--- config.mk ---
export PLATFORM = sky130hd
export DESIGN_NAME = tsis_ctrl
export DESIGN_NICKNAME = d
export VERILOG_FILES = /design/src/sv/tsis_pkg.sv /design/src/sv/tsis_ctrl.sv
export SDC_FILE = /design/constraint.sdc
export NUM_CORES = 1
export LEC_CHECK = 0
export BUFFER_PORTS_ARGS = -buffer_cell sky130_fd_sc_hd__buf_2
export CAP_MARGIN = 5
export CORE_AREA = 8 8 85 87
export DETAILED_ROUTE_END_ITERATION = 7
export DIE_AREA = 0 0 93 95
export PLACE_DENSITY = 0.76
export SLEW_MARGIN = 20
export SYNTH_ARGS = -nofsm -noshare
export SYNTH_HDL_FRONTEND = slang
export SYNTH_SLANG_ARGS = --single-unit
export TNS_END_PERCENT = 100
--- constraint.sdc ---
create_clock -name i_clk -period 8 [get_ports i_clk]
set_clock_uncertainty 0.05 [all_clocks]
set_input_delay 1.6 -clock i_clk [delete_from_list [all_inputs] [get_ports i_clk]]
set_output_delay 1.6 -clock i_clk [all_outputs]
set_load 0.01 [all_outputs]
--- src/sv/tsis_pkg.sv ---
// ----------------------------------------------------------------------------
// tsis_pkg
// Shared types and constants for the time series interpolating store.
// ----------------------------------------------------------------------------
`default_nettype none

package tsis_pkg;

    localparam int DEPTH   = 1024;
    localparam int AW      = $clog2(DEPTH);
    localparam int CW      = AW + 1;

    localparam logic [1:0] KIND_APPEND = 2'd0;
    localparam logic [1:0] KIND_LOOKUP = 2'd1;
    localparam logic [1:0] KIND_READ   = 2'd2;

    localparam logic [2:0] ST_OK    = 3'd0;
    localparam logic [2:0] ST_ORDER = 3'd1;
    localparam logic [2:0] ST_FULL  = 3'd2;
    localparam logic [2:0] ST_EMPTY = 3'd3;
    localparam logic [2:0] ST_RANGE = 3'd4;

    // Datapath commands issued by the controller.
    typedef struct packed {
        logic          latch_in;   // capture the input item
        logic          do_append;  // write the pair and update summaries
        logic [AW-1:0] rd_addr;
        logic          cap_a;      // capture read data as the lower pair
        logic          cap_b;      // capture read data as the upper pair
        logic          mul_start;  // form the product magnitude
        logic          div_start;  // start the divider
        logic [1:0]    res_sel;    // which value to report
        logic [2:0]    status;
        logic          emit;       // strobe the result
    } t_cmd;

    localparam logic [1:0] RES_ZERO   = 2'd0;
    localparam logic [1:0] RES_A      = 2'd1;  // value of lower pair
    localparam logic [1:0] RES_INTERP = 2'd2;
    localparam logic [1:0] RES_PAIR   = 2'd3;  // value and time of lower pair

    typedef struct packed {
        logic [1:0]    kind;
        logic [CW-1:0] count;
        logic [AW-1:0] index;
        logic          q_ge_last;
        logic          q_le_first;
        logic          q_lt_last_t;  // query time below last stored time
        logic          rd_le_q;      // last read time at or below query
        logic          div_done;
    } t_sts;

endpackage

`default_nettype wire

--- src/sv/tsis_ctrl.sv ---
// ----------------------------------------------------------------------------
// tsis_ctrl
// Controller: decodes each command and runs the search and interpolation.
// ----------------------------------------------------------------------------
`default_nettype none

module tsis_ctrl import tsis_pkg::*; (
    input  wire logic i_clk,
    input  wire logic i_rst_n,
    input  wire logic start,
    output logic      busy,
    input  wire t_sts i_sts,
    output t_cmd      o_cmd
);

    localparam logic [3:0] S_IDLE   = 4'd0;
    localparam logic [3:0] S_DEC    = 4'd1;
    localparam logic [3:0] S_RDWAIT = 4'd2;
    localparam logic [3:0] S_SRCH   = 4'd3;
    localparam logic [3:0] S_SWAIT  = 4'd4;
    localparam logic [3:0] S_LOA    = 4'd5;
    localparam logic [3:0] S_LOB    = 4'd6;
    localparam logic [3:0] S_MUL    = 4'd7;
    localparam logic [3:0] S_DIVGO  = 4'd8;
    localparam logic [3:0] S_DIV    = 4'd9;
    localparam logic [3:0] S_RDEND  = 4'd10;
    localparam logic [3:0] S_CLAMP  = 4'd11;

    logic [3:0]    r_state, n_state;
    logic [CW-1:0] r_lo, n_lo, r_hi, n_hi;
    logic [CW-1:0] w_mid;
    logic [1:0]    r_sel, n_sel;  // clamp selection reuses res_sel

    assign w_mid = r_lo + ((r_hi - r_lo) >> 1);
    assign busy  = r_state != S_IDLE;

    always_comb begin
        n_state = r_state;
        n_lo    = r_lo;
        n_hi    = r_hi;
        n_sel   = r_sel;
        o_cmd   = '0;
        unique case (r_state)
            S_IDLE: begin
                if (start) begin
                    o_cmd.latch_in = 1'b1;
                    n_state        = S_DEC;
                end
            end
            S_DEC: begin
                priority if (i_sts.kind == KIND_APPEND) begin
                    o_cmd.emit = 1'b1;
                    n_state    = S_IDLE;
                    if (i_sts.count != '0 && i_sts.q_lt_last_t) begin
                        o_cmd.status = ST_ORDER;
                    end else if (i_sts.count >= CW'(DEPTH)) begin
                        o_cmd.status = ST_FULL;
                    end else begin
                        o_cmd.do_append = 1'b1;
                    end
                end else if (i_sts.kind == KIND_LOOKUP) begin
                    if (i_sts.count == '0) begin
                        o_cmd.emit   = 1'b1;
                        o_cmd.status = ST_EMPTY;
                        n_state      = S_IDLE;
                    end else if (i_sts.q_ge_last) begin
                        o_cmd.rd_addr = AW'(i_sts.count - 1'b1);
                        n_state       = S_CLAMP;
                    end else if (i_sts.q_le_first) begin
                        o_cmd.rd_addr = '0;
                        n_state       = S_CLAMP;
                    end else begin
                        n_lo    = '0;
                        n_hi    = i_sts.count - 1'b1;
                        n_state = S_SRCH;
                    end
                end else if (i_sts.kind == KIND_READ) begin
                    if (CW'(i_sts.index) >= i_sts.count) begin
                        o_cmd.emit   = 1'b1;
                        o_cmd.status = ST_RANGE;
                        n_state      = S_IDLE;
                    end else begin
                        o_cmd.rd_addr = i_sts.index;
                        n_state       = S_RDWAIT;
                    end
                end else begin
                    o_cmd.emit = 1'b1;
                    n_state    = S_IDLE;
                end
            end
            S_RDWAIT: begin
                o_cmd.cap_a = 1'b1;
                n_state     = S_RDEND;
            end
            S_RDEND: begin
                o_cmd.emit    = 1'b1;
                o_cmd.res_sel = RES_PAIR;
                n_state       = S_IDLE;
            end
            S_CLAMP: begin
                // Read data of the clamp entry arrives here.
                o_cmd.cap_a = 1'b1;
                n_state     = S_RDEND;
                n_sel       = RES_A;
            end
            S_SRCH: begin
                if (r_hi - r_lo > CW'(1)) begin
                    o_cmd.rd_addr = w_mid[AW-1:0];
                    n_state       = S_SWAIT;
                end else begin
                    o_cmd.rd_addr = r_lo[AW-1:0];
                    n_state       = S_LOA;
                end
            end
            S_SWAIT: begin
                if (i_sts.rd_le_q) begin
                    n_lo = w_mid;
                end else begin
                    n_hi = w_mid;
                end
                n_state = S_SRCH;
            end
            S_LOA: begin
                o_cmd.cap_a   = 1'b1;
                o_cmd.rd_addr = AW'(r_lo + 1'b1);
                n_state       = S_LOB;
            end
            S_LOB: begin
                o_cmd.cap_b = 1'b1;
                n_state     = S_MUL;
            end
            S_MUL: begin
                o_cmd.mul_start = 1'b1;
                n_state         = S_DIVGO;
            end
            S_DIVGO: begin
                o_cmd.div_start = 1'b1;
                n_state         = S_DIV;
            end
            S_DIV: begin
                if (i_sts.div_done) begin
                    o_cmd.emit    = 1'b1;
                    o_cmd.res_sel = RES_INTERP;
                    n_state       = S_IDLE;
                end
            end
            default: begin
                n_state = S_IDLE;
            end
        endcase
        // Lookup clamps report the value only; index reads report the pair.
        if (r_state == S_RDEND && r_sel == RES_A) begin
            o_cmd.res_sel = RES_A;
            n_sel         = RES_ZERO;
        end
    end

    always_ff @(posedge i_clk) begin
        if (!i_rst_n) begin
            r_state <= S_IDLE;
            r_sel   <= RES_ZERO;
        end else begin
            r_state <= n_state;
            r_sel   <= n_sel;
        end
    end

    always_ff @(posedge i_clk) begin
        r_lo <= n_lo;
        r_hi <= n_hi;
    end

endmodule

`default_nettype wire
==> summary.md, run 1 <==
| Metric | Value |
|---|---|
| Outcome | finished clean |
| Switching Share | 0.374 |
| N_diodes | 0 |
| IO buf count | 53 |
| Post-Route Setup TNS | 0 ns |
| Post-CTS setup buffer count | 0 |
| Most area-consuming cells after synthesis | edfxtp_1 (21%), ha_1 (13%), xnor2_1 (7.0%) |
| Synth Flop Type | edfxtp_1 |
| Remaining antenna violation count after routing | 0 |
| Post-synthesis cell count | 375 |
| Initial Utilization | 0.539 |
| Register area share after synthesis | 0.243 |
| Critical path type | flip-flop to primary output |
| Final Hold Viols | 0 |
| Synth Area in Adders | 0.141 |
| CORE AREA | 5820 µm² |
| Final setup viols | 0 |
| CP startpoint | r_lo[1] |
| Seq cells post-synth | 27 |
| Synth unique cells | 54 |
| # IOs | 54 |
| Largest family of logic cells by synthesized area | compound AO/OA/AOI/OAI gates |
| Post-synth net total | 440 |
| Share of layout cells above drive strength 1 | 0.156 |
| Crit start category | flip-flop |
| Fillers | 547 |
| Mux share of post-synthesis cell area | 0.0443 |
| Clock buffer depth | 2 |
| Clock-pin slew on the worst setup and hold paths | 0.10 ns |
| Synth Area in Simple Gates | 0.204 |
| Flop-to-flop setup slack | 3.82 ns |
| Leakage | 1.52 nW |
| Critical Path RT | 6.35 ns |
| Worst hold endpoint | r_sel[0] |
| RSZ-0062 raised after global routing | false |
| Fraction of registers with async set/reset | 0 |
| Clock share of power | 0.180 |
| R2R Path End | r_hi[9] |
| Clock Latency Late Sink | 0.27 ns |
| CTS Hold Bufs | 0 |
| DR WL/cell | 16.4 µm |
| Syn avg cell area | 8.35 µm² |
| Die area | 8840 µm² |
| GRT Util Overall | 0.189 |
| Slew at the pin closest to its max-slew limit | 1.04 ns |
| Root Driver | clkbuf_8 |
| Post-CTS sizing | 0 |
| # DRC | 0 |
| Sequential share of power | 0.403 |
| Non-filler cells, final | 498 |
| RR Startpoint | r_lo[1] |
| Die span in x | 93 µm |
| Clock Sinks | 27 |
| Gp weighted congestion | 0.936 |
| DR iter-0 viols | 140 |
| Hold Path Cell Cnt | 2 |
| Fin nets | 489 |
| # H-tree levels | 1 |
| Placement row count | 28 |
| Routed vias | 2969 |
| Initial antenna violation count | 0 |
| Die height | 95 µm |
| Post-layout minimum cycle time | 6.29 ns |
| Via-to-Cell Ratio | 5.96 |
| Layout area overhead | 11.9% |
| Synth Area in XOR/XNOR | 0.0867 |
| CTS tree | yes |
| Yosys top cell area share | 0.211 |
| Max Slew Vio Count | 0 |
| Placed insts | 494 |
| F_max | 0.159 GHz |
| Internal Power | 0.000279 W |
| EDFF count, synth | 22 |
| VDD IR max | 0.000120 V |
| Power density over the cells | 127 nW/µm² |
| Crit. End Element | primary output |
| Final period util | 0.787 |
| Total Wirelength | 8190 µm |
| Vias in the first global route | 3006 |
| Compound-cell area share of the yosys netlist | 0.230 |
| Max Cap Viol | 0 |
| HP Class | flip-flop to flip-flop |
| TritonCTS Buffers | 3 |
| First-pass GRT wire length | 13900 µm |
| Post-synth top area cell | edfxtp_1 |
| Worst R2R Path Depth | 14 |
| Comb pwr share | 0.418 |
| Slew HR | 0.307 |
| CP max FO | 6 |
| Syn. warnings | 0 |
| Half-perimeter wire length after placement | 6660 µm |
| DRT Pass-1 Iters | 5 |
| Netlist Area Pre-Place | 3130 µm² |
| Sw Pwr | 0.000167 W |
| Overflow after GRT | 0 |
| CP Data Arrival Time | 4.64 ns |
| Hold Path Origin | r_sel[0] |
| Largest net degree at the start of global routing | 19 |
==> cell families after synthesis <==
kind of cell             after synthesis
adder cells (fa/ha/maj)               34
flip-flops                            27
buffers and inverters                 41
XOR/XNOR                              31
AND/OR/NAND/NOR                      125
AO/OA/AOI/OAI                        104
multiplexers                          13
==> cells in the final DEF, fill, tap and decap left out, drive strengths merged, types with 3 or more instances in the layout <==
master and count:
xor2 6, a211o 3, nor3 13, inv 30
nor2 35, ha 32, mux2i 6, nor2b 5
or4 3, o22ai 11, edfxtp 22, and2 9
a211oi 3, buf 55, o21bai 7, a221o 10
a21oi 23, o21a 5, clkbuf 4, a31oi 4
xnor2 25, nor4 3, or3 7, nand3 7
nand2 25, mux2 7, o21ai 18, dfxtp 5
a21o 7, nand4 3, nand2b 9
==> worst max-delay path, stage by stage, from the launching register on <==
cell and delay (ns):
edfxtp_1 0.51, inv_1 0.12, ha_1 0.29, nor2b_1 0.14
o31ai_1 0.44, a21boi_1 0.15, or3_1 0.35, and2_1 0.18
ha_1 0.22, or3_1 0.36, or3_1 0.34, a31o_1 0.24
a21oi_1 0.17, xor2_1 0.25, mux2i_1 0.12, a221o_1 0.35
buf_2 0.14
==> power groups by stage <==
stage	registers, W	clock network [W]	logic (W)
finish	0.000180	0.0000801	0.000186
floorplan	0.000167	0	0.000145
CTS	0.000179	0.0000796	0.000186
global placement	0.000182	0	0.000180
global route	0.000182	0.0000846	0.000210
detailed placement	0.000182	0	0.000184
==> worst max-delay path by stage <==
stage | endpoint | cells past startpoint | slack (ns)
final | o_cmd[19] | 16 | 1.71
after global routing | o_cmd[19] | 16 | 1.35
after CTS | o_cmd[19] | 16 | 1.72
after detailed placement | o_cmd[14] | 12 | 1.95
after global placement | o_cmd[15] | 12 | 2.01
after floorplan | o_cmd[19] | 15 | 2.58
==> registers in the layout, summed over array words and instances, names as in the netlist <==
| register | cells |
|---|---|
| r_lo | 11 |
| r_sel | 1 |
| r_state | 4 |
| r_hi | 11 |
==> metal layers <==
metal	global-route usage	vias to the layer above	wire, µm
met3	0.0286	10	432
li1	-	1472	-
met5	0	-	0
met1	0.230	1395	3620
met2	0.340	92	4050
met4	0.0470	0	78
==> through the flow <==
step / power (W) / hold WS [ns] / util / cell area [µm²] / setup WS (ns)
final: 0.000446 / 0.446 / 0.603 / 3510 / 1.71
after global placement: 0.000362 / 0.412 / 0.595 / 3460 / 2.01
after global routing: 0.000476 / 0.470 / 0.603 / 3510 / 1.35
after CTS: 0.000444 / 0.446 / 0.602 / 3500 / 1.72
after floorplan: 0.000312 / 0.403 / - / 3130 / 2.58
after detailed placement: 0.000366 / 0.432 / 0.595 / 3460 / 1.95
==> layout make-up <==
class                      instances  area (µm²)  area share
timing repair buffer              55         280      0.0799
tap                               75        93.8      0.0268
sequential                        27         761       0.217
clock buffer                       4        45.0      0.0128
inverter                          30         113      0.0321
multi-input combinational        307        2210       0.631
==> Yosys cell counts (all sizes together) (2+ instances only) <==
master and count:
buf 2, nand4 3, xnor2 25, nor3b 2, a221o 10, nor4 3, dfxtp 5, a211oi 3
o21bai 7, or4 3, ha 32, a31oi 4, fa 2, clkbuf 9, inv 30, nor2b 5
nand2b 9, mux2i 6, nand2 25, nand3 7, a21boi 2, nor3 13, a2111oi 2, a211o 3
nor2 35, o21ai 18, or3b 2, o21a 5, a21o 7, o22ai 11, a21oi 23, mux2 7
or3 7, o31ai 2, xor2 6, edfxtp 22, and2 9
Power figures use the tool's default switching activity.
==> run 2: changes to the inputs <==
clock period = 6.6 ns   (was 8 ns; I/O delays follow)
==> run 2 against run 1 <==
Final area is 0.11% lower. Count of clock-buffer cells in the layout stayed put. Sequential share of layout area hardly changed. Sequential power is 21% higher. Worst hold slack worse by 0.016 ns. Critical path type unchanged.
==> summary.md, run 2 (synthesis results as in run 1) <==
| Metric | Value |
|---|---|
| Placement row count | 28 (unchanged) |
| IO buf count | 53 (unchanged) |
| F_max | 0.169 GHz |
| CP cell instances | inv_1 -> ha_1 -> nor2b_1 -> o31ai_1 -> a21boi_1 -> or3_1 -> and2_1 -> ha_1 -> or3_1 -> or3_1 -> a31o_1 -> a21oi_1 -> xor2_1 -> mux2i_1 -> a221o_1 -> buf_2 |
| Worst path buffer plus inverter count | 2 (unchanged) |
| Initial antenna violation count | 0 (unchanged) |
| Total Wirelength | 8080 µm (-1.3%) |
| # H-tree levels | 1 (unchanged) |
| N_diodes | 0 (unchanged) |
| Final WS setup | 0.699 ns (-1.01 ns) |
| Leakage | 1.52 nW (-0.13%) |
| Outcome | finished clean |
| Overflow after GRT | 0 (unchanged) |
| # IOs | 54 (unchanged) |
| Final Hold Viols | 0 (unchanged) |
| # DRC | 0 (unchanged) |
| Share of layout cells above drive strength 1 | 0.154 (-0.00236) |
| DRT Pass-1 Iters | 4 (-1) |
| Power density over the cells | 154 nW/µm² (+21%) |
| Via-to-Cell Ratio | 5.93 (-0.54%) |
| Vias in the first global route | 2973 (-1.1%) |
| First-pass GRT wire length | 13600 µm (-1.8%) |
| Most used cell, CP | or3_1 |
| Post-layout minimum cycle time | 5.90 ns |
| Critical Path RT | 5.23 ns (-1.12 ns) |
| Fin util | 0.602 (-0.000645) |
| Critical path type | flip-flop to primary output |
| DR WL/cell | 16.2 µm (-1.3%) |
| Clock buffer depth | 2 (unchanged) |
| Final period util | 0.894 |
| DR iter-0 viols | 183 (+31%) |
| Non-filler cells, final | 498 (unchanged) |
| Routed vias | 2953 (-0.54%) |
| Crit. End Element | primary output |
| Initial Utilization | 0.539 (unchanged) |
| Gp weighted congestion | 0.925 (-1.1%) |
| Largest net degree at the start of global routing | 19 (unchanged) |
| Die span in x | 93 µm (unchanged) |
| Max Slew Vio Count | 0 (unchanged) |
| Clock Sinks | 27 (unchanged) |
| Root Driver | clkbuf_8 |
| CORE AREA | 5820 µm² (unchanged) |
| Most frequent cells in the layout | buf_2 (53), nor2_1 (35), ha_1 (32), inv_1 (29) |
| Post-CTS setup buffer count | 0 (unchanged) |
| Top flop regs | r_hi x11, r_lo x11, r_state x4 |
| Final setup viols | 0 (unchanged) |
| Post-Route Setup TNS | 0 ns (unchanged) |
| Slew HR | 0.243 (-0.0643) |
| Commonest non-fill, non-tap cell in the layout | buf_2 |
| Slowest stage delay, CP | 0.48 ns (-0.03 ns) |
| HP Class | flip-flop to flip-flop |
| Max Cap Viol | 0 (unchanged) |
| Fin nets | 489 (unchanged) |
| Placed insts | 494 (unchanged) |
| Remaining antenna violation count after routing | 0 (unchanged) |
| Layout area overhead | 11.8% |
| CTS Hold Bufs | 0 (unchanged) |
| Post-CTS sizing | 0 (unchanged) |
| Die area | 8840 µm² (unchanged) |
| Crit start category | flip-flop |
| GRT Util Overall | 0.187 (-0.00214) |
| CP max stage cell | edfxtp_1 |
| VDD IR max | 0.0000881 V (-27%) |
| CP max FO | 6 (unchanged) |
| Pre-CTS setup slack | 1.04 ns (-0.905 ns) |
| Clock-pin slew on the worst setup and hold paths | 0.09 ns (about the same) |
| Clock Latency Late Sink | 0.28 ns (about the same) |
| RSZ-0062 raised after global routing | false |
| Die height | 95 µm (unchanged) |
| CP Data Arrival Time | 4.53 ns (-0.11 ns) |
| Hold_ws | 0.431 ns (-0.0157 ns) |
| TritonCTS Buffers | 3 (unchanged) |
| Half-perimeter wire length after placement | 6570 µm (-1.3%) |
| Slew at the pin closest to its max-slew limit | 1.13 ns (+0.0889 ns) |
| CP delay by family, top | simple AND/OR/NAND/NOR gates |
| CTS tree | yes |
## run 2: cell count changes in the layout (fill, tap and decap cells not counted)
cell and change:
o21ai_1 +1, o21ai_2 -1
## run 2: where the power goes
part	total, W	leakage [nW]	switching, W	internal [W]
logic	0.000226	1.25	0.000125	0.000101
registers	0.000217	0.246	0.0000226	0.000194
clock network	0.0000978	0.0228	0.0000544	0.0000434
## run 2: per-stage QoR
step / power, W / area [µm²]
4_1_cts: 0.000539 / 3500
6_report: 0.000540 / 3500
5_1_grt: 0.000576 / 3500
3_5_place_dp: 0.000443 / 3460
2_1_floorplan: 0.000378 / 3130
3_3_place_gp: 0.000439 / 3460
## run 2: path summary, 6_finish.rpt
kind	cells after the start	slack, ns	startpoint	to
min reg2reg	2	0.43	r_sel[0]	r_sel[0]
max	16	0.70	r_lo[1]	o_cmd[19]
min	2	0.43	r_sel[0]	r_sel[0]
max reg2reg	14	2.49	r_lo[1]	r_hi[9]
## run 2: per-layer routing
metal  up-vias  GRT usage  share of wire
met5         -          0              0
met4         0     0.0550          0.011
met3         7     0.0254          0.039
met2        64      0.331           0.49
met1      1401      0.229           0.46
li1       1481          -              -
## run 2: layout make-up
class                   instances  area, µm²
multi-input cells             307       2210
clock buffers                   4       45.0
inverters                      30        113
flip-flops and latches         27        761
fillers                       540       2310
repair buffers                 55        280
well taps                      75       93.8
## run 2: tightest hold or removal path: stages (launching register included)
cell and delay [ns]:
dfxtp_1 0.32, o21ai_0 0.06, a21oi_1 0.06
